$ cat src/rtl/core/mbd_pkg.sv
// ----------------------------------------------------------------------------
// Minterm bitstream decoder package
// Constants, codes and the request/result types shared by the decoder.
// ----------------------------------------------------------------------------
package mbd_pkg;

  localparam int unsigned MAX_VARS       = 1024;
  localparam int unsigned LANES          = 32;
  localparam int unsigned MAX_TOTAL_BITS = 2 * MAX_VARS + 4;
  localparam int unsigned QDEPTH         = 2;
  localparam int unsigned QPTR_W         = (QDEPTH > 1) ? $clog2(QDEPTH) : 1;
  localparam int unsigned QCNT_W         = $clog2(QDEPTH + 1);

  localparam logic [1:0] CODE_ZERO = 2'b01;
  localparam logic [1:0] CODE_ONE  = 2'b10;

  typedef enum logic [1:0] {
    KIND_HEADER  = 2'd0,
    KIND_MINTERM = 2'd1,
    KIND_ERROR   = 2'd2
  } kind_t;

  typedef enum logic {
    ERR_VAR_CODE    = 1'b0,
    ERR_HEADER_BITS = 1'b1
  } err_t;

  typedef enum logic [1:0] {
    PH_HEADER,
    PH_MINTERM,
    PH_DONE,
    PH_ERROR
  } phase_t;

  typedef enum logic [1:0] {
    CMD_HEADER,
    CMD_HDR_ERR,
    CMD_MINTERM
  } cmd_op_t;

  // One classified stream word on its way from the front to the back.
  typedef struct packed {
    cmd_op_t     op;
    logic [63:0] data;
    logic [10:0] nvars;
    logic [5:0]  vcount;
    logic        tvalid;
    logic [2:0]  tval;
    logic        fin;
  } cmd_t;

  typedef struct packed {
    kind_t       kind;
    logic [10:0] num_vars;
    logic [63:0] minterm_total;
    logic [31:0] var_bits;
    logic [5:0]  var_count;
    logic        terminal_valid;
    logic [2:0]  terminal;
    logic        final_minterm;
    err_t        error_code;
  } res_t;

  // Terminal class from its three bits, first bit most significant; first and third both set give zero.
  function automatic logic [2:0] term_value(input logic w1, input logic w2,
                                            input logic w3);
    logic [2:0] v;
    v = (w1 && w3) ? 3'd0 : {w1, w2, w3};
    return v;
  endfunction

endpackage

$ cat src/rtl/core/mbd_ifs.sv
// ----------------------------------------------------------------------------
// Minterm bitstream decoder channels
// Valid/ready channels for stream words in and decoded results out.
// ----------------------------------------------------------------------------
interface mbd_in_if;
  logic        valid;
  logic        ready;
  logic [63:0] word;

  modport source (output valid, output word, input ready);
  modport sink (input valid, input word, output ready);
endinterface

interface mbd_out_if;
  logic        valid;
  logic        ready;
  logic [1:0]  kind;
  logic [10:0] num_vars;
  logic [63:0] minterm_total;
  logic [31:0] var_bits;
  logic [5:0]  var_count;
  logic        terminal_valid;
  logic [2:0]  terminal;
  logic        final_minterm;
  logic        error_code;

  modport source (output valid, output kind, output num_vars, output minterm_total,
                  output var_bits, output var_count, output terminal_valid,
                  output terminal, output final_minterm, output error_code,
                  input ready);
  modport sink (input valid, input kind, input num_vars, input minterm_total,
                input var_bits, input var_count, input terminal_valid,
                input terminal, input final_minterm, input error_code,
                output ready);
endinterface

$ cat src/rtl/core/mbd_front.sv
// ----------------------------------------------------------------------------
// Minterm bitstream decoder front end
// Tracks header and minterm framing, gathers terminal bits, issues requests.
// ----------------------------------------------------------------------------
module mbd_front (
  input  logic          clk,
  input  logic          rst_n,
  input  logic          in_valid,
  input  logic [63:0]   in_word,
  input  logic          space,
  output logic          push,
  output mbd_pkg::cmd_t cmd
);

  mbd_pkg::phase_t phase_r, phase_nxt;
  logic [1:0]  hdr_idx_r, hdr_idx_nxt;
  logic [10:0] vpm_r, vpm_nxt;
  logic [63:0] left_r, left_nxt;
  logic [10:0] vars_left_r, vars_left_nxt;
  logic [1:0]  held_r, held_nxt;
  logic [1:0]  tcnt_r, tcnt_nxt;

  logic        accept;
  logic        hdr_bad;
  logic [63:0] hdr_minus3;
  logic [5:0]  vc;
  logic [10:0] vl_after;
  logic [6:0]  pos;
  logic [6:0]  avail;
  logic [6:0]  need;
  logic [66:0] word_ext;
  logic [2:0]  win;
  logic        term_done;
  logic        w1, w2, w3;
  logic [63:0] left_dec;
  logic        last;

  assign accept     = in_valid && space;
  assign hdr_minus3 = in_word - 64'd3;
  assign hdr_bad    = (in_word < 64'd3) || (in_word > 64'(mbd_pkg::MAX_TOTAL_BITS));

  // At most 32 codes fit in one word.
  assign vc       = (vars_left_r > 11'(mbd_pkg::LANES)) ? 6'(mbd_pkg::LANES)
                                                        : vars_left_r[5:0];
  assign vl_after = vars_left_r - {5'd0, vc};
  assign pos      = {vc, 1'b0};
  assign avail    = 7'd64 - pos;
  assign need     = 7'd3 - {5'd0, tcnt_r};
  assign word_ext = {3'b000, in_word};
  assign win      = word_ext[pos +: 3];
  assign term_done = (vl_after == 11'd0) && (avail >= need);
  assign left_dec  = left_r - 64'd1;
  assign last      = (left_dec == 64'd0);

  always_comb begin
    case (tcnt_r)
      2'd0: begin
        w1 = win[0];
        w2 = win[1];
        w3 = win[2];
      end
      2'd1: begin
        w1 = held_r[0];
        w2 = win[0];
        w3 = win[1];
      end
      default: begin
        w1 = held_r[0];
        w2 = held_r[1];
        w3 = win[0];
      end
    endcase
  end

  // Next phase.
  always_comb begin
    phase_nxt = phase_r;
    case (phase_r)
      mbd_pkg::PH_HEADER: begin
        if (accept && hdr_idx_r == 2'd0 && hdr_bad) begin
          phase_nxt = mbd_pkg::PH_ERROR;
        end else if (accept && hdr_idx_r == 2'd3) begin
          phase_nxt = (left_r == 64'd0) ? mbd_pkg::PH_DONE : mbd_pkg::PH_MINTERM;
        end
      end
      mbd_pkg::PH_MINTERM: begin
        if (accept && term_done && last) begin
          phase_nxt = mbd_pkg::PH_DONE;
        end
      end
      default: phase_nxt = phase_r;
    endcase
  end

  // Requests and framing counters.
  always_comb begin
    hdr_idx_nxt   = hdr_idx_r;
    vpm_nxt       = vpm_r;
    left_nxt      = left_r;
    vars_left_nxt = vars_left_r;
    held_nxt      = held_r;
    tcnt_nxt      = tcnt_r;
    push          = 1'b0;
    cmd           = '0;
    case (phase_r)
      mbd_pkg::PH_HEADER: begin
        if (accept) begin
          case (hdr_idx_r)
            2'd0: begin
              if (hdr_bad) begin
                push   = 1'b1;
                cmd.op = mbd_pkg::CMD_HDR_ERR;
              end else begin
                vpm_nxt     = hdr_minus3[11:1];
                hdr_idx_nxt = 2'd1;
              end
            end
            2'd1: begin
              left_nxt    = in_word;
              hdr_idx_nxt = 2'd2;
            end
            2'd2: hdr_idx_nxt = 2'd3;
            default: begin
              hdr_idx_nxt   = 2'd0;
              push          = 1'b1;
              cmd.op        = mbd_pkg::CMD_HEADER;
              cmd.nvars     = vpm_r;
              cmd.data      = left_r;
              vars_left_nxt = vpm_r;
              held_nxt      = 2'd0;
              tcnt_nxt      = 2'd0;
            end
          endcase
        end
      end
      mbd_pkg::PH_MINTERM: begin
        if (accept) begin
          push       = 1'b1;
          cmd.op     = mbd_pkg::CMD_MINTERM;
          cmd.data   = in_word;
          cmd.vcount = vc;
          cmd.tvalid = term_done;
          cmd.tval   = term_done ? mbd_pkg::term_value(w1, w2, w3) : 3'd0;
          cmd.fin    = term_done && last;
          if (term_done) begin
            left_nxt      = left_dec;
            vars_left_nxt = vpm_r;
            held_nxt      = 2'd0;
            tcnt_nxt      = 2'd0;
          end else begin
            vars_left_nxt = vl_after;
            if (vl_after == 11'd0) begin
              // The terminal runs into the next word; keep what this one has.
              tcnt_nxt = tcnt_r + avail[1:0];
              case (tcnt_r)
                2'd0: begin
                  if (avail >= 7'd1) held_nxt[0] = win[0];
                  if (avail >= 7'd2) held_nxt[1] = win[1];
                end
                2'd1: begin
                  if (avail >= 7'd1) held_nxt[1] = win[0];
                end
                default: held_nxt = held_r;
              endcase
            end
          end
        end
      end
      default: push = 1'b0;
    endcase
  end

  always_ff @(posedge clk) begin
    if (!rst_n) begin
      phase_r     <= mbd_pkg::PH_HEADER;
      hdr_idx_r   <= 2'd0;
      vpm_r       <= 11'd0;
      left_r      <= 64'd0;
      vars_left_r <= 11'd0;
      held_r      <= 2'd0;
      tcnt_r      <= 2'd0;
    end else begin
      phase_r     <= phase_nxt;
      hdr_idx_r   <= hdr_idx_nxt;
      vpm_r       <= vpm_nxt;
      left_r      <= left_nxt;
      vars_left_r <= vars_left_nxt;
      held_r      <= held_nxt;
      tcnt_r      <= tcnt_nxt;
    end
  end

endmodule

$ cat src/rtl/core/mbd_queue.sv
// ----------------------------------------------------------------------------
// Minterm bitstream decoder request queue
// Short FIFO that decouples the framing front end from the decode back end.
// ----------------------------------------------------------------------------
module mbd_queue (
  input  logic          clk,
  input  logic          rst_n,
  input  logic          push,
  input  mbd_pkg::cmd_t din,
  output logic          space,
  input  logic          pop,
  output logic          nonempty,
  output mbd_pkg::cmd_t dout
);

  mbd_pkg::cmd_t entry_r [mbd_pkg::QDEPTH];
  logic [mbd_pkg::QPTR_W-1:0] wr_ptr_r, wr_ptr_nxt;
  logic [mbd_pkg::QPTR_W-1:0] rd_ptr_r, rd_ptr_nxt;
  logic [mbd_pkg::QCNT_W-1:0] count_r, count_nxt;
  logic do_push, do_pop;

  assign space    = (count_r != mbd_pkg::QCNT_W'(mbd_pkg::QDEPTH));
  assign nonempty = (count_r != '0);
  assign do_push  = push && space;
  assign do_pop   = pop && nonempty;
  assign dout     = entry_r[rd_ptr_r];

  always_comb begin
    wr_ptr_nxt = wr_ptr_r;
    rd_ptr_nxt = rd_ptr_r;
    count_nxt  = count_r;
    if (do_push) begin
      wr_ptr_nxt = (wr_ptr_r == mbd_pkg::QPTR_W'(mbd_pkg::QDEPTH - 1)) ? '0
                                                                      : wr_ptr_r + 1'b1;
    end
    if (do_pop) begin
      rd_ptr_nxt = (rd_ptr_r == mbd_pkg::QPTR_W'(mbd_pkg::QDEPTH - 1)) ? '0
                                                                      : rd_ptr_r + 1'b1;
    end
    if (do_push && !do_pop) begin
      count_nxt = count_r + 1'b1;
    end else if (do_pop && !do_push) begin
      count_nxt = count_r - 1'b1;
    end
  end

  always_ff @(posedge clk) begin
    if (do_push) begin
      entry_r[wr_ptr_r] <= din;
    end
  end

  always_ff @(posedge clk) begin
    if (!rst_n) begin
      wr_ptr_r <= '0;
      rd_ptr_r <= '0;
      count_r  <= '0;
    end else begin
      wr_ptr_r <= wr_ptr_nxt;
      rd_ptr_r <= rd_ptr_nxt;
      count_r  <= count_nxt;
    end
  end

endmodule

$ cat src/rtl/core/mbd_back.sv
// ----------------------------------------------------------------------------
// Minterm bitstream decoder back end
// Decodes the variable codes of a word, holds the sticky error, drives results.
// ----------------------------------------------------------------------------
module mbd_back (
  input  logic          clk,
  input  logic          rst_n,
  input  logic          q_valid,
  input  mbd_pkg::cmd_t q_cmd,
  output logic          q_pop,
  output logic          out_valid,
  input  logic          out_ready,
  output mbd_pkg::res_t out_res
);

  logic          out_valid_r, out_valid_nxt;
  logic          err_r, err_nxt;
  mbd_pkg::res_t res_r, res_nxt;

  logic [mbd_pkg::LANES-1:0] bad_lane;
  logic [mbd_pkg::LANES-1:0] vbits;
  logic                      code_err;
  logic                      is_err;
  logic                      load;

  // All 32 code lanes decode side by side; lanes past vcount are masked.
  always_comb begin
    logic [1:0] code;
    logic       lane_en;
    for (int i = 0; i < mbd_pkg::LANES; i++) begin
      code        = q_cmd.data[2*i +: 2];
      lane_en     = (6'(i) < q_cmd.vcount);
      bad_lane[i] = lane_en && !(code inside {mbd_pkg::CODE_ZERO, mbd_pkg::CODE_ONE});
      vbits[i]    = lane_en && (code == mbd_pkg::CODE_ONE);
    end
  end

  assign code_err = |bad_lane;

  always_comb begin
    res_nxt = '0;
    is_err  = 1'b0;
    case (q_cmd.op)
      mbd_pkg::CMD_HEADER: begin
        res_nxt.kind          = mbd_pkg::KIND_HEADER;
        res_nxt.num_vars      = q_cmd.nvars;
        res_nxt.minterm_total = q_cmd.data;
      end
      mbd_pkg::CMD_HDR_ERR: begin
        res_nxt.kind       = mbd_pkg::KIND_ERROR;
        res_nxt.error_code = mbd_pkg::ERR_HEADER_BITS;
        is_err             = 1'b1;
      end
      mbd_pkg::CMD_MINTERM: begin
        if (code_err) begin
          res_nxt.kind       = mbd_pkg::KIND_ERROR;
          res_nxt.error_code = mbd_pkg::ERR_VAR_CODE;
          is_err             = 1'b1;
        end else begin
          res_nxt.kind           = mbd_pkg::KIND_MINTERM;
          res_nxt.var_bits       = vbits;
          res_nxt.var_count      = q_cmd.vcount;
          res_nxt.terminal_valid = q_cmd.tvalid;
          res_nxt.terminal       = q_cmd.tval;
          res_nxt.final_minterm  = q_cmd.fin;
        end
      end
      default: res_nxt = '0;
    endcase
  end

  // Once an error result has been loaded, every later request is drained and dropped.
  assign q_pop         = q_valid && (!out_valid_r || out_ready);
  assign load          = q_pop && !err_r;
  assign err_nxt       = err_r || (load && is_err);
  assign out_valid_nxt = load || (out_valid_r && !out_ready);

  assign out_valid = out_valid_r;
  assign out_res   = res_r;

  always_ff @(posedge clk) begin
    if (load) begin
      res_r <= res_nxt;
    end
  end

  always_ff @(posedge clk) begin
    if (!rst_n) begin
      out_valid_r <= 1'b0;
      err_r       <= 1'b0;
    end else begin
      out_valid_r <= out_valid_nxt;
      err_r       <= err_nxt;
    end
  end

endmodule

$ cat src/rtl/core/minterm_bitstream_decoder_top.sv
// ----------------------------------------------------------------------------
// Minterm bitstream decoder
// Decodes a header and minterm records from a stream of 64-bit words.
// ----------------------------------------------------------------------------
// The decoder takes one 64-bit word per clock cycle while the request queue has
// space, with no bubbles between words, whatever the word holds. At most one
// result comes out per word, in order. The accepting edge writes the request
// queue, and a later edge loads the output register once the output is free;
// the result is valid from then on. The front end does all framing
// combinationally as each word is accepted. The two-entry queue and the
// registered output let the input take two more words while a result waits on
// the output; after that the input stalls. There is no clearing pass after
// reset. After any error result, nothing more is reported until reset.
module minterm_bitstream_decoder_top (
  input logic      clk,
  input logic      rst_n,
  mbd_in_if.sink   in_ch,
  mbd_out_if.source out_ch
);

  mbd_pkg::cmd_t front_cmd;
  mbd_pkg::cmd_t back_cmd;
  mbd_pkg::res_t res;
  logic          front_push;
  logic          q_space;
  logic          q_nonempty;
  logic          q_pop;

  mbd_front u_front (
    .clk      (clk),
    .rst_n    (rst_n),
    .in_valid (in_ch.valid),
    .in_word  (in_ch.word),
    .space    (q_space),
    .push     (front_push),
    .cmd      (front_cmd)
  );

  mbd_queue u_queue (
    .clk      (clk),
    .rst_n    (rst_n),
    .push     (front_push),
    .din      (front_cmd),
    .space    (q_space),
    .pop      (q_pop),
    .nonempty (q_nonempty),
    .dout     (back_cmd)
  );

  mbd_back u_back (
    .clk       (clk),
    .rst_n     (rst_n),
    .q_valid   (q_nonempty),
    .q_cmd     (back_cmd),
    .q_pop     (q_pop),
    .out_valid (out_ch.valid),
    .out_ready (out_ch.ready),
    .out_res   (res)
  );

  assign in_ch.ready           = q_space;
  assign out_ch.kind           = res.kind;
  assign out_ch.num_vars       = res.num_vars;
  assign out_ch.minterm_total  = res.minterm_total;
  assign out_ch.var_bits       = res.var_bits;
  assign out_ch.var_count      = res.var_count;
  assign out_ch.terminal_valid = res.terminal_valid;
  assign out_ch.terminal       = res.terminal;
  assign out_ch.final_minterm  = res.final_minterm;
  assign out_ch.error_code     = res.error_code;

endmodule

$ cat src/flat_wrapper.sv
// flat-port wrapper written by rule: the top's interface ports become plain ports
module minterm_bitstream_decoder_top_flat 
  (clk, rst_n, in_ch_valid, in_ch_word, in_ch_ready, out_ch_valid, out_ch_kind, out_ch_num_vars, out_ch_minterm_total, out_ch_var_bits, out_ch_var_count, out_ch_terminal_valid, out_ch_terminal, out_ch_final_minterm, out_ch_error_code, out_ch_ready);
  mbd_in_if in_ch_i ();
  mbd_out_if out_ch_i ();
  input logic clk;
  input logic rst_n;
  input wire logic [$bits(in_ch_i.valid)-1:0] in_ch_valid;
  input wire logic [$bits(in_ch_i.word)-1:0] in_ch_word;
  output wire logic [$bits(in_ch_i.ready)-1:0] in_ch_ready;
  output wire logic [$bits(out_ch_i.valid)-1:0] out_ch_valid;
  output wire logic [$bits(out_ch_i.kind)-1:0] out_ch_kind;
  output wire logic [$bits(out_ch_i.num_vars)-1:0] out_ch_num_vars;
  output wire logic [$bits(out_ch_i.minterm_total)-1:0] out_ch_minterm_total;
  output wire logic [$bits(out_ch_i.var_bits)-1:0] out_ch_var_bits;
  output wire logic [$bits(out_ch_i.var_count)-1:0] out_ch_var_count;
  output wire logic [$bits(out_ch_i.terminal_valid)-1:0] out_ch_terminal_valid;
  output wire logic [$bits(out_ch_i.terminal)-1:0] out_ch_terminal;
  output wire logic [$bits(out_ch_i.final_minterm)-1:0] out_ch_final_minterm;
  output wire logic [$bits(out_ch_i.error_code)-1:0] out_ch_error_code;
  input wire logic [$bits(out_ch_i.ready)-1:0] out_ch_ready;
  assign in_ch_i.valid = in_ch_valid;
  assign in_ch_i.word = in_ch_word;
  assign in_ch_ready = in_ch_i.ready;
  assign out_ch_valid = out_ch_i.valid;
  assign out_ch_kind = out_ch_i.kind;
  assign out_ch_num_vars = out_ch_i.num_vars;
  assign out_ch_minterm_total = out_ch_i.minterm_total;
  assign out_ch_var_bits = out_ch_i.var_bits;
  assign out_ch_var_count = out_ch_i.var_count;
  assign out_ch_terminal_valid = out_ch_i.terminal_valid;
  assign out_ch_terminal = out_ch_i.terminal;
  assign out_ch_final_minterm = out_ch_i.final_minterm;
  assign out_ch_error_code = out_ch_i.error_code;
  assign out_ch_i.ready = out_ch_ready;
  minterm_bitstream_decoder_top u_core (.clk(clk), .rst_n(rst_n), .in_ch(in_ch_i), .out_ch(out_ch_i));
endmodule
$ cat config.mk
export PLATFORM = sky130hd
export DESIGN_NAME = minterm_bitstream_decoder_top_flat
export DESIGN_NICKNAME = d
export VERILOG_FILES = /design/src/rtl/core/mbd_pkg.sv /design/src/rtl/core/mbd_ifs.sv /design/src/rtl/core/mbd_front.sv /design/src/rtl/core/mbd_queue.sv /design/src/rtl/core/mbd_back.sv /design/src/rtl/core/minterm_bitstream_decoder_top.sv /design/src/flat_wrapper.sv
export SDC_FILE = /design/constraint.sdc
export NUM_CORES = 1
export LEC_CHECK = 0
export BUFFER_PORTS_ARGS = -buffer_cell sky130_fd_sc_hd__buf_2
export CAP_MARGIN = 25
export CORE_MARGIN = 3
export CORE_UTILIZATION = 25
export CTS_CLUSTER_DIAMETER = 200
export DETAILED_ROUTE_END_ITERATION = 8
export RECOVER_POWER = 25
export SLEW_MARGIN = 20
export SYNTH_ARGS = -nofsm -noshare
export SYNTH_HDL_FRONTEND = slang
export SYNTH_HIERARCHICAL = 1
export SYNTH_SLANG_ARGS = --single-unit
export TNS_END_PERCENT = 20
$ cat constraint.sdc
create_clock -name clk -period 6.2 [get_ports clk]
set_clock_uncertainty 0.2 [all_clocks]
set_input_delay 0.31 -clock clk [delete_from_list [all_inputs] [get_ports clk]]
set_output_delay 0.31 -clock clk [all_outputs]
set_load 0.005 [all_outputs]
## Word-level counts from Yosys, hierarchy flattened

Memory sizes are Yosys's and may differ from the RTL's. A register that Yosys moved wholly into a read port is not among the register bits.
Index checks and enable logic that the tools add are counted.

| operators by class | value |
|---|---|
| reduce and logical (&&, ||, !) cells | 176 |
| add/sub/neg operators | 10 |
| eq/ne operators | 86 |
| bitwise logic cells | 2 |
| $lt $le $gt $ge | 38 |
| shifts and indexed selects | 1 |
| multiplexer cells | 64 |

Operator list:

| operator | number |
|---|---|
| 64-bit 2-to-1 mux | 4 |
| 66-bit one-hot mux with 2 select lines | 1 |
| 64-bit zero test | 2 |
| 64-bit one-hot mux with 2 select lines | 1 |
| 5-bit by 6-bit less-than comparator with 1-bit output (first input constant) | 16 |
| 1-bit logical AND | 81 |
| 11-bit 2-to-1 mux | 7 |
| 77-bit 2-to-1 mux | 1 |
| 75-bit 2-to-1 mux | 1 |
| 2-bit by 1-bit equality test with 1-bit output (second input constant) | 36 |
| 2-bit equality test (second input constant) | 35 |
| 2-bit nonzero test | 35 |
| 67-bit by 8-bit indexed part select with 3-bit output | 1 |
| 66-bit 2-to-1 mux | 1 |
| 64-bit by 12-bit > comparator with 1-bit output (second input constant) | 1 |
| 64-bit by 2-bit less-than comparator with 1-bit output (second input constant) | 1 |
| 64-bit by 1-bit subtractor with 64-bit output (second input constant) | 1 |
| 4-bit by 6-bit less-than comparator with 1-bit output (first input constant) | 8 |
| 1-bit zero test | 37 |
| 2-bit 2-to-1 mux | 17 |
| 33-bit OR reduction | 1 |
| 32-bit OR reduction | 1 |
| 3-bit by 6-bit less-than comparator with 1-bit output (first input constant) | 4 |
| 11-bit one-hot mux with 2 select lines | 1 |
| 37 further kinds | 83 |

| word-level totals | value |
|---|---|
| word-level logic and storage cells | 400 |
| input bits | 68 |
| output and inout bits | 123 |
| memories kept | 1 |
| register bits after elaboration | 221 |
| memory bits (writable) | 176 |

Memory list:

| name | depth | width | read ports | clocked after Yosys merged registers in | wr ports | line | text |
|---|---|---|---|---|---|---|---|
| u_core.u_queue.entry_r | 2 | 88 | 1 | 1 | 1 | mbd_queue.sv:16 | `mbd_pkg::cmd_t entry_r [mbd_pkg::QDEPTH];` |

## Depth between registers and ports, before layout

Gate-level depths: netlist of the first run.

| logic depth | value |
|---|---|
| depth after elaboration | 11 |
| depth in mapped cells | 17 |
| depth with buffers taken out | 13 |

## Hierarchy

Netlist of the first run, hierarchy kept.

Modules (own cells, without submodules):

| module | cells an instance | area each (µm²) | seq. area each (µm²) | instances |
|---|---|---|---|---|
| mbd_front | 1272 | 8886.0 | 1861.8 | 1 |
| mbd_queue | 298 | 6668.9 | 5385.2 | 1 |
| mbd_back | 442 | 5743.0 | 3673.5 | 1 |

## Worst setup path after synthesis of the first run

OpenSTA, ideal clock, no wires.

| path | value |
|---|---|
| path type | input -> register |
| start point | in in_ch_word[4] |
| end point | mem u_core/u_queue/entry_r[1][0] in the netlist's numbering (enable) |
| library setup time | 457 ps |
| required time | 5543 ps |
| path buffers | 1 |
| slack | 1447 ps |
| stages on the path | 8 |
| arrival time | 4096 ps |
| cells stage by stage | clkbuf_1 > nor4_1 > nand2_1 > o311ai_0 > and2_1 > nand3_1 > o21ai_0 > and3_1 |

| between the ends | value |
|---|---|
| cells in the longest elaborated chain, start to end | 9 |
| elaborated cells on any way between the ends | 10 |
| those cells by class | 2 x order compare; 6 x mux; 2 x reduce/logical |

Ends and longest elaborated chain:

| item | line | text |
|---|---|---|
| start, declared | flat_wrapper.sv:9 | `input wire logic [$bits(in_ch_i.word)-1:0] in_ch_word;` |
| 64-bit by 2-bit less-than comparator with 1-bit output or 64-bit by 12-bit > comparator with 1-bit output (tied branches) | mbd_front.sv:40 | `assign hdr_bad = (in_word < 64'd3) \|\| (in_word > 64'(mbd_pkg::MAX_TOTAL_BITS));` |
| 1-bit logical OR (*) | mbd_front.sv:40 |  |
| 1-bit 2-to-1 mux (*) | mbd_front.sv:110 | `if (hdr_bad) begin` |
| 1-bit one-hot mux with 2 select lines (*) | mbd_front.sv:108 | `case (hdr_idx_r)` |
| 1-bit 2-to-1 mux (*) | mbd_front.sv:107 | `if (accept) begin` |
| 1-bit one-hot mux with 2 select lines (*) | mbd_front.sv:105 | `case (phase_r)` |
| via u_core.front_push | minterm_bitstream_decoder_top.sv:24 | `logic front_push;` |
| 1-bit logical AND (*) | mbd_queue.sv:24 | `assign do_push = push && space;` |
| 1-bit 2-to-1 mux (*) | mbd_queue.sv:48 | `if (do_push) begin` |
| 1-bit 2-to-1 mux (not written as such) (*) | mbd_queue.sv:49 | `entry_r[wr_ptr_r] <= din;` |
| end, declared | mbd_queue.sv:16 |  |

Mark *: on every way through the listed nets, which the timed path passes. The rest lies on a longest branch.

## Final worst setup path of the first run

| path | value |
|---|---|
| start point | reg u_core.u_front.vars_left_r[10] |
| end point | reg u_core.u_front.left_r[39] |

| between the ends | value |
|---|---|
| cells in the longest elaborated chain, start to end | 7 |
| elaborated cells on any way between the ends | 9 |
| those cells by class | 2 x add/sub; 2 x order compare; 1 x eq/ne; 1 x mux; 3 x reduce/logical |

Ends and longest elaborated chain:

| item | line | text |
|---|---|---|
| start, declared | mbd_front.sv:19 | `logic [10:0] vars_left_r, vars_left_nxt;` |
| start signal, assigned | mbd_front.sv:187 | `vars_left_r <= vars_left_nxt;` |
| 11-bit by 6-bit > comparator with 1-bit output | mbd_front.sv:43 | `assign vc = (vars_left_r > 11'(mbd_pkg::LANES)) ? 6'(mbd_pkg::LANES)` |
| 6-bit 2-to-1 mux | mbd_front.sv:43 |  |
| 7-bit subtractor or 11-bit by 6-bit subtractor with 11-bit output (tied branches) | mbd_front.sv:47, mbd_front.sv:45 |  |
| 7-bit >= comparator or 11-bit zero test (tied branches) | mbd_front.sv:51 | `assign term_done = (vl_after == 11'd0) && (avail >= need);` |
| 1-bit logical AND (*) | mbd_front.sv:51 |  |
| 2-bit != test (no source line) (*) | - |  |
| 5-bit AND reduction (no source line) (*) | - |  |
| end signal, assigned | mbd_front.sv:186 | `left_r <= left_nxt;` |
| end, declared | mbd_front.sv:18 | `logic [63:0] left_r, left_nxt;` |

Mark *: on every way between the ends. The rest lies on a longest branch, timed or not.
A chain may end at the register's enable or synchronous reset.

==> results of run 1 <==
## worst paths after layout
check / slack (ns) / endpoint / startpoint
worst max register to register: 1.48 / u_core/u_front/left_r[39] / u_core/u_front/vars_left_r[10]
worst max-delay path: 1.48 / u_core/u_front/left_r[39] / u_core/u_front/vars_left_r[10]
worst min-delay path: 0.04 / u_core/u_front/left_r[5] / in_ch_word[5]
worst min register to register: 0.26 / u_core/u_front/held_r[0] / u_core/u_front/held_r[0]
## metal layers
layer / track usage / wire [um] / up-vias
met3: 0.0321 / 6180 / 144
li1: - / - / 7832
met4: 0.0549 / 2720 / 10
met5: 0 / 62 / -
met1: 0.221 / 32200 / 8203
met2: 0.239 / 31600 / 885
## where the power goes
part | switching, uW | leakage, uW | internal [uW]
Clock | 1070 | 0.000689 | 1500
Sequential | 327 | 0.00367 | 3980
Combinational | 3050 | 0.00474 | 1650
Total | 4440 | 0.00910 | 7130
## cell usage after synthesis (7+ instances only)
cell,number
a2111oi_0,11
a211o_1,7
a211oi_1,24
a21o_1,8
a21oi_1,104
a221oi_1,9
a22o_1,66
a31oi_1,25
a41oi_1,7
and2_1,102
and3_1,35
buf_1,12
buf_2,25
buf_6,7
clkbuf_1,116
dfxtp_1,100
edfxtp_1,297
ha_1,50
inv_1,71
mux2_2,75
mux2_4,20
mux2i_1,44
nand2_1,146
nand2b_1,13
nand3_1,27
nand4_1,18
nor2_1,163
nor3_1,36
nor3b_1,14
nor4_1,54
o211ai_1,12
o21a_1,13
o21ai_0,96
o221a_2,17
o31ai_1,15
or3_1,14
or4_1,13
xnor2_1,12
xor2_1,14
## registers in the layout, summed over array words and instances, names as in the netlist, named ones only
register / count
u_core/u_queue/wr_ptr_r: 1
u_core/u_queue/entry_r: 176
u_core/u_back/out_res: 121
u_core/u_front/vars_left_r: 11
u_core/u_front/left_r: 64
u_core/u_back/err_r: 1
u_core/u_front/hdr_idx_r: 2
u_core/u_queue/count_r: 2
u_core/u_front/held_r: 2
u_core/u_back/out_valid: 1
u_core/u_queue/rd_ptr_r: 1
u_core/u_front/vpm_r: 11
u_core/u_front/tcnt_r: 1
u_core/u_front/phase_r: 2
## worst max-delay path, cell delays in order (launching register included)
cell       delay [ns]
dfxtp_1          0.41
nor2_1           0.58
and3_1           0.50
inv_1            0.28
ha_1             0.31
nor4_1           0.33
a221oi_1         0.11
o2111ai_1        0.40
mux2_2           0.29
nand2b_2         0.12
buf_4            0.63
nor2_1           0.11
o221a_2          0.29
## through the flow
| step | total power (uW) | instances | area [sq um] | setup WS, ns | hold WS (ns) |
|---|---|---|---|---|---|
| after floorplan | 7350 | 2012 | 21300 | 1.45 | 0.232 |
| after global placement | 9040 | 3207 | 23300 | 1.58 | 0.244 |
| after detailed placement | 9060 | 3208 | 23300 | 1.47 | 0.251 |
| after CTS | 11700 | 3310 | 24900 | 1.59 | 0.000830 |
| after global routing | 12200 | 3314 | 24800 | 1.08 | 0.0236 |
| final | 11600 | 3317 | 24800 | 1.48 | 0.0371 |
## final cells by class
type	count	area, sq um	area share
well taps	1134	1420	0.0571
diodes	5	12.5	0.000504
clock inverters	25	249	0.0100
repair buffers	249	1360	0.0546
inverters	74	282	0.0113
flip-flops and latches	397	10900	0.440
clock buffers	53	1160	0.0465
multi-input cells	1380	9440	0.380
## cell families after synthesis
logic type | synth area share
simple gates | 0.169
compound gates | 0.158
flops | 0.513
buf+inv | 0.0455
mux | 0.0744
fa+ha+maj | 0.0298
xor+xnor | 0.0107
other cells | 0.000353
==> impl_metrics.json, run 1 <==
{
  "drive_above_1_share": 0.168,
  "post_cts_buffers": 0,
  "drt_first_pass_iters": 6,
  "setup_tns_ns": 0,
  "cp_max_fo": 75,
  "routed_wl_mm": 72.8,
  "syn_area_sq_mm": 0.0213,
  "vias_per_cell": 5.15,
  "yosys-top-cells-area": "edfxtp_1, dfxtp_1, mux2_2",
  "rows": 106,
  "ys_types": 90,
  "area_delta_synth_final_pct": 16.6,
  "nets": 2264,
  "crit_type": "flop to flop",
  "synth_top_area_share": 0.419,
  "fin_crit_ns": 4.72,
  "setup_viol": 0,
  "grt_start_max_net_pins": 81,
  "fmax_ghz": 0.212,
  "ant_nets": 0,
  "synthesis.instances": 2012,
  "worstPathArrival_ns": 4.97,
  "die_y_um": 298,
  "outcome": "finished, violations left",
  "clk_path_buf_depth": 3,
  "synth_top_area_cell": "edfxtp_1",
  "cts_tree": "built",
  "rsz0062_at_grt": "no",
  "peakVddDrop_mv": 0.314,
  "clk_latency_ns": 0.56,
  "synth_edf_count": 297,
  "layout_worst_path_cycle_share": 0.762,
  "final_common_cell": "edfxtp_1",
  "hold_buffers": 24,
  "grtUsageTotal": 0.157,
  "core_region_area_sq_mm": 0.0841,
  "start_kind": "flop",
  "clock_sinks": 397,
  "required_ns": 6.45,
  "drc": 0,
  "grt_pass1_vias": 15908,
  "wire_per_inst_um": 21.9,
  "ys_async_sr_fraction": 0,
  "timing.slew.headroom": -0.512,
  "die_area_sq_mm": 0.0887,
  "n_fill_cell": 8800,
  "ys.warnings.count": 6,
  "cts_root_buffer": "clkbuf_16",
  "ys_seq_elements": 397,
  "gp_congestion": 0.916,
  "postCtsResizedCells": 0,
  "drv_slew": 52,
  "tightest_slew_ns": 2.26,
  "layout_common_cells": "edfxtp_1, nor2_1, nand2_1",
  "ys.flop_type": "edfxtp_1",
  "violations": "max-capacitance violations, max-slew violations",
  "crit_path_end_kind": "flop",
  "maxCapViolCount": 1,
  "hold_viol": 0,
  "portBuffers": 190,
  "grt-ovfl-total": 0,
  "pwr_density_cell_mw_per_mm2": 466,
  "via_count": 17074,
  "floorplan.initialDensity": 0.253,
  "fp.dieW_um": 298,
  "reg2reg_depth": 12,
  "grt_pass1_wl_mm": 106,
  "htreeDepth": 2,
  "finish.utilization": 0.295,
  "hold_depth": 3,
  "antenna_found_initial": 11,
  "syn_nets": 2130,
  "clk_pin_slew_ns": 0.06,
  "p_leak_uw": 0.00910,
  "hpwl_mm": 53.3,
  "yosysSeqAreaShare": 0.513,
  "avgSynthCellArea_sq_um": 10.6,
  "cts_made_buffers": 44,
  "hp-class": "input port to flop",
  "drt_iter0_drc": 1940,
  "io_pins": 191
}
Note: power is estimated with default switching activity, not from simulation.
==> run 2: changes to the inputs <==
--- a/config.mk
+++ b/config.mk
@@ -5,6 +5,7 @@
 export SDC_FILE = /design/constraint.sdc
 export NUM_CORES = 1
 export LEC_CHECK = 0
+export ABC_AREA = 1
 export BUFFER_PORTS_ARGS = -buffer_cell sky130_fd_sc_hd__buf_2
 export CAP_MARGIN = 25
 export CORE_MARGIN = 3
==> constraint.sdc (replaced) <==
create_clock -name clk -period 4.3 [get_ports clk]
set_clock_uncertainty 0.2 [all_clocks]
set_input_delay 0.215 -clock clk [delete_from_list [all_inputs] [get_ports clk]]
set_output_delay 0.215 -clock clk [all_outputs]
set_load 0.005 [all_outputs]
==> run 2 against run 1 <==
Against the previous run:
- the run still ends with max-capacitance violations, max-slew violations left
- routed wire length is 11% higher
- synthesized area grew 2.4%
- worst hold slack better by 0.0056 ns
- total power up 83%
- sequential share of layout area decreased by 2.0 points
- cell area rose by 4.9%
- global-route usage is 1.5 points higher
- sequential power grew 48%
- sequential cell count unchanged
- register-to-register slack worse by 0.83 ns
- synthesized cell count up 26%
- critical endpoint is now u_core/u_queue/entry_r[1][0]
- largest power group unchanged
- highest routed layer unchanged
==> impl_metrics.json, run 2 <==
{
  "outcome": "finished, violations left",
  "violations": "max-capacitance violations, max-slew violations",
  "multi_input_comb_area_sq_mm": 0.00911,
  "grt_pass1_wl_mm": 118,
  "yosys-top-cells-area": "edfxtp_1, nand2_1, dfxtp_1",
  "cp_max_fo": 4,
  "largest_register": "u_core/u_queue/entry_r",
  "ys_async_sr_fraction": 0,
  "routed_wl_mm": 80.6,
  "cts_tree": "built",
  "cts_made_buffers": 45,
  "drt_first_pass_iters": 6,
  "io_pins": 191,
  "clk_pin_slew_ns": 0.07,
  "slowest_stage": "nor2_1",
  "pwr_density_cell_mw_per_mm2": 811,
  "dpl-instance-area_sq_mm": 0.0243,
  "yosysMostFrequentCell": "nand2_1",
  "hold_viol": 0,
  "slowest_delay_ns": 0.44,
  "antenna_found_initial": 8,
  "peakVddDrop_mv": 0.326,
  "rows": 107,
  "portBuffers": 190,
  "layout_worst_path_cycle_share": 0.849,
  "met2_length_mm": 33.7,
  "p_total_uw": 21100,
  "die_area_sq_mm": 0.0908,
  "final_common_cell": "nand2_1",
  "rr_startpoint": "u_core/u_front/left_r[16]",
  "setup_viol": 0,
  "timing.slew.headroom": -0.660,
  "grt-ovfl-total": 0,
  "nets": 2894,
  "drc": 0,
  "drv_slew": 26,
  "worstPathArrival_ns": 3.84,
  "avgSynthCellArea_sq_um": 8.60,
  "ant_nets": 0,
  "largest_reg_flops": 176,
  "grt_start_max_net_pins": 93,
  "yosysSeqAreaShare": 0.501,
  "syn_area_sq_mm": 0.0218,
  "area_delta_synth_final_pct": 19.4,
  "dp_cells": 3827,
  "layout_common_cells": "nand2_1, inv_1, edfxtp_1",
  "clk_latency_ns": 0.59,
  "core_region_area_sq_mm": 0.0858,
  "wire_per_inst_um": 20.3,
  "finish.utilization": 0.304,
  "wl_met1_mm": 36.5,
  "gp_congestion": 1.05,
  "clock_sinks": 397,
  "met3WireLength_mm": 8.02,
  "htreeDepth": 2,
  "syn_nets": 2655,
  "design_area_sq_mm": 0.0261,
  "drive_above_1_share": 0.142,
  "hpwl_mm": 62.7,
  "vias_per_cell": 4.78,
  "drt_iter0_drc": 2314,
  "rsz0062_at_grt": "no",
  "crit_start": "u_core/u_front/left_r[16]",
  "required_ns": 4.49,
  "tightest_slew_ns": 2.48,
  "ys.flop_type": "edfxtp_1",
  "synth_top_area_share": 0.409,
  "crit_path_end_kind": "flop",
  "clk_path_buf_depth": 3,
  "fin_crit_ns": 3.65,
  "cts_root_buffer": "clkbuf_16",
  "synth_edf_count": 297,
  "hp-class": "input port to flop",
  "grtUsageTotal": 0.172,
  "worstHoldStart": "in_ch_word[53]",
  "seq_area_sq_mm": 0.0109,
  "crit_type": "flop to flop",
  "floorplan.initialDensity": 0.254,
  "fp.dieW_um": 301,
  "fmax_ghz": 0.274,
  "highest_layer": "met5",
  "fin_cells": 3962,
  "via_count": 18952,
  "ys_types": 45,
  "grt_pass1_vias": 18053,
  "die_y_um": 301,
  "ys.warnings.count": 6,
  "p_leak_uw": 0.0107,
  "start_kind": "flop",
  "ys_seq_elements": 397,
  "cp_cell_sequence": "nor2_1 > nand2_1 > nor2_1 > nand3_1 > nor2_1 > nand2_1 > o21ai_1 > nand2_1 > a2111oi_0 > nand3_1 > nor3_1",
  "synthesis.instances": 2537,
  "maxCapViolCount": 1,
  "synth_top_area_cell": "edfxtp_1",
  "postCtsResizedCells": 0,
  "synth_commonest_cells": "nand2_1, inv_1, edfxtp_1",
  "n_fill_cell": 9136
}
run 2: cell types whose count changed in the layout (fill, tap and decap cells not counted), sizes merged, moves of 45 or more:
cell / change
a22o: -66
nor2: +152
o22ai: +55
nand3: +131
inv: +277
and2: -102
o21ai: +64
nand2: +444
nor4: -45
run 2: worst max-delay path, delay by kind of cell, from the launching register on:
family / cells / cell delay (ns)
simple gates: 9 / 2.26
flops: 1 / 0.40
compound gates: 2 / 0.58
run 2: cell families (layout without fill, tap and decap cells):
kind of cell               count (synthesis)  in the layout  share of synthesized area
AOI/OAI and AO/OA                        392            392                      0.103
xor gates and xnor gates                  30             30                     0.0120
adders and majority gates                 50             50                     0.0287
buffers and inverters                    445            720                     0.0832
DFF                                      397            397                      0.501
muxes                                     88             88                     0.0489
other                                      2              8                   0.000344
and+or+nand+nor                         1133           1133                      0.224
run 2: worst paths after layout:
kind	depth (start not counted)	to	slack, ns
worst max-delay path	11	u_core/u_queue/entry_r[1][0]	0.65
worst min-delay path	5	u_core/u_front/left_r[53]	0.04
worst max register to register	11	u_core/u_queue/entry_r[1][0]	0.65
worst min register to register	2	u_core/u_back/err_r	0.26
run 2: metal layers:
| layer | up-vias | track usage |
|---|---|---|
| met5 | - | 0 |
| met4 | 4 | 0.0539 |
| met3 | 127 | 0.0436 |
| met2 | 928 | 0.255 |
| met1 | 8881 | 0.245 |
| li1 | 9012 | - |
run 2: what timing repair did:
item                                   in CTS  in global routing
buffers inserted                            0                  0
hold buffers                               46                  0
endpoints found under the hold margin      64                  0
run 2: stage by stage:
step	hold WS, ns	setup TNS (ns)	setup WS, ns
floorplan	0.124	-17.68	-0.101
global placement	0.275	0	0.793
detailed placement	0.287	0	0.766
CTS	0.00351	0	0.768
global route	0.0266	0	0.402
finish	0.0426	0	0.648
run 2: layout make-up:
type,instances,share of cell area
sequential,397,0.419
inverter,349,0.0503
antenna,6,0.000576
clock inverter,27,0.00999
multi-input combinational,1695,0.350
clock buffer,56,0.0456
timing repair buffer,288,0.0695
tap,1144,0.0549
run 2: power by group:
group,internal [uW],leakage [uW],switching (uW)
registers,5780,0.00369,579
clock network,2170,0.000699,1650
logic,3340,0.00635,7620
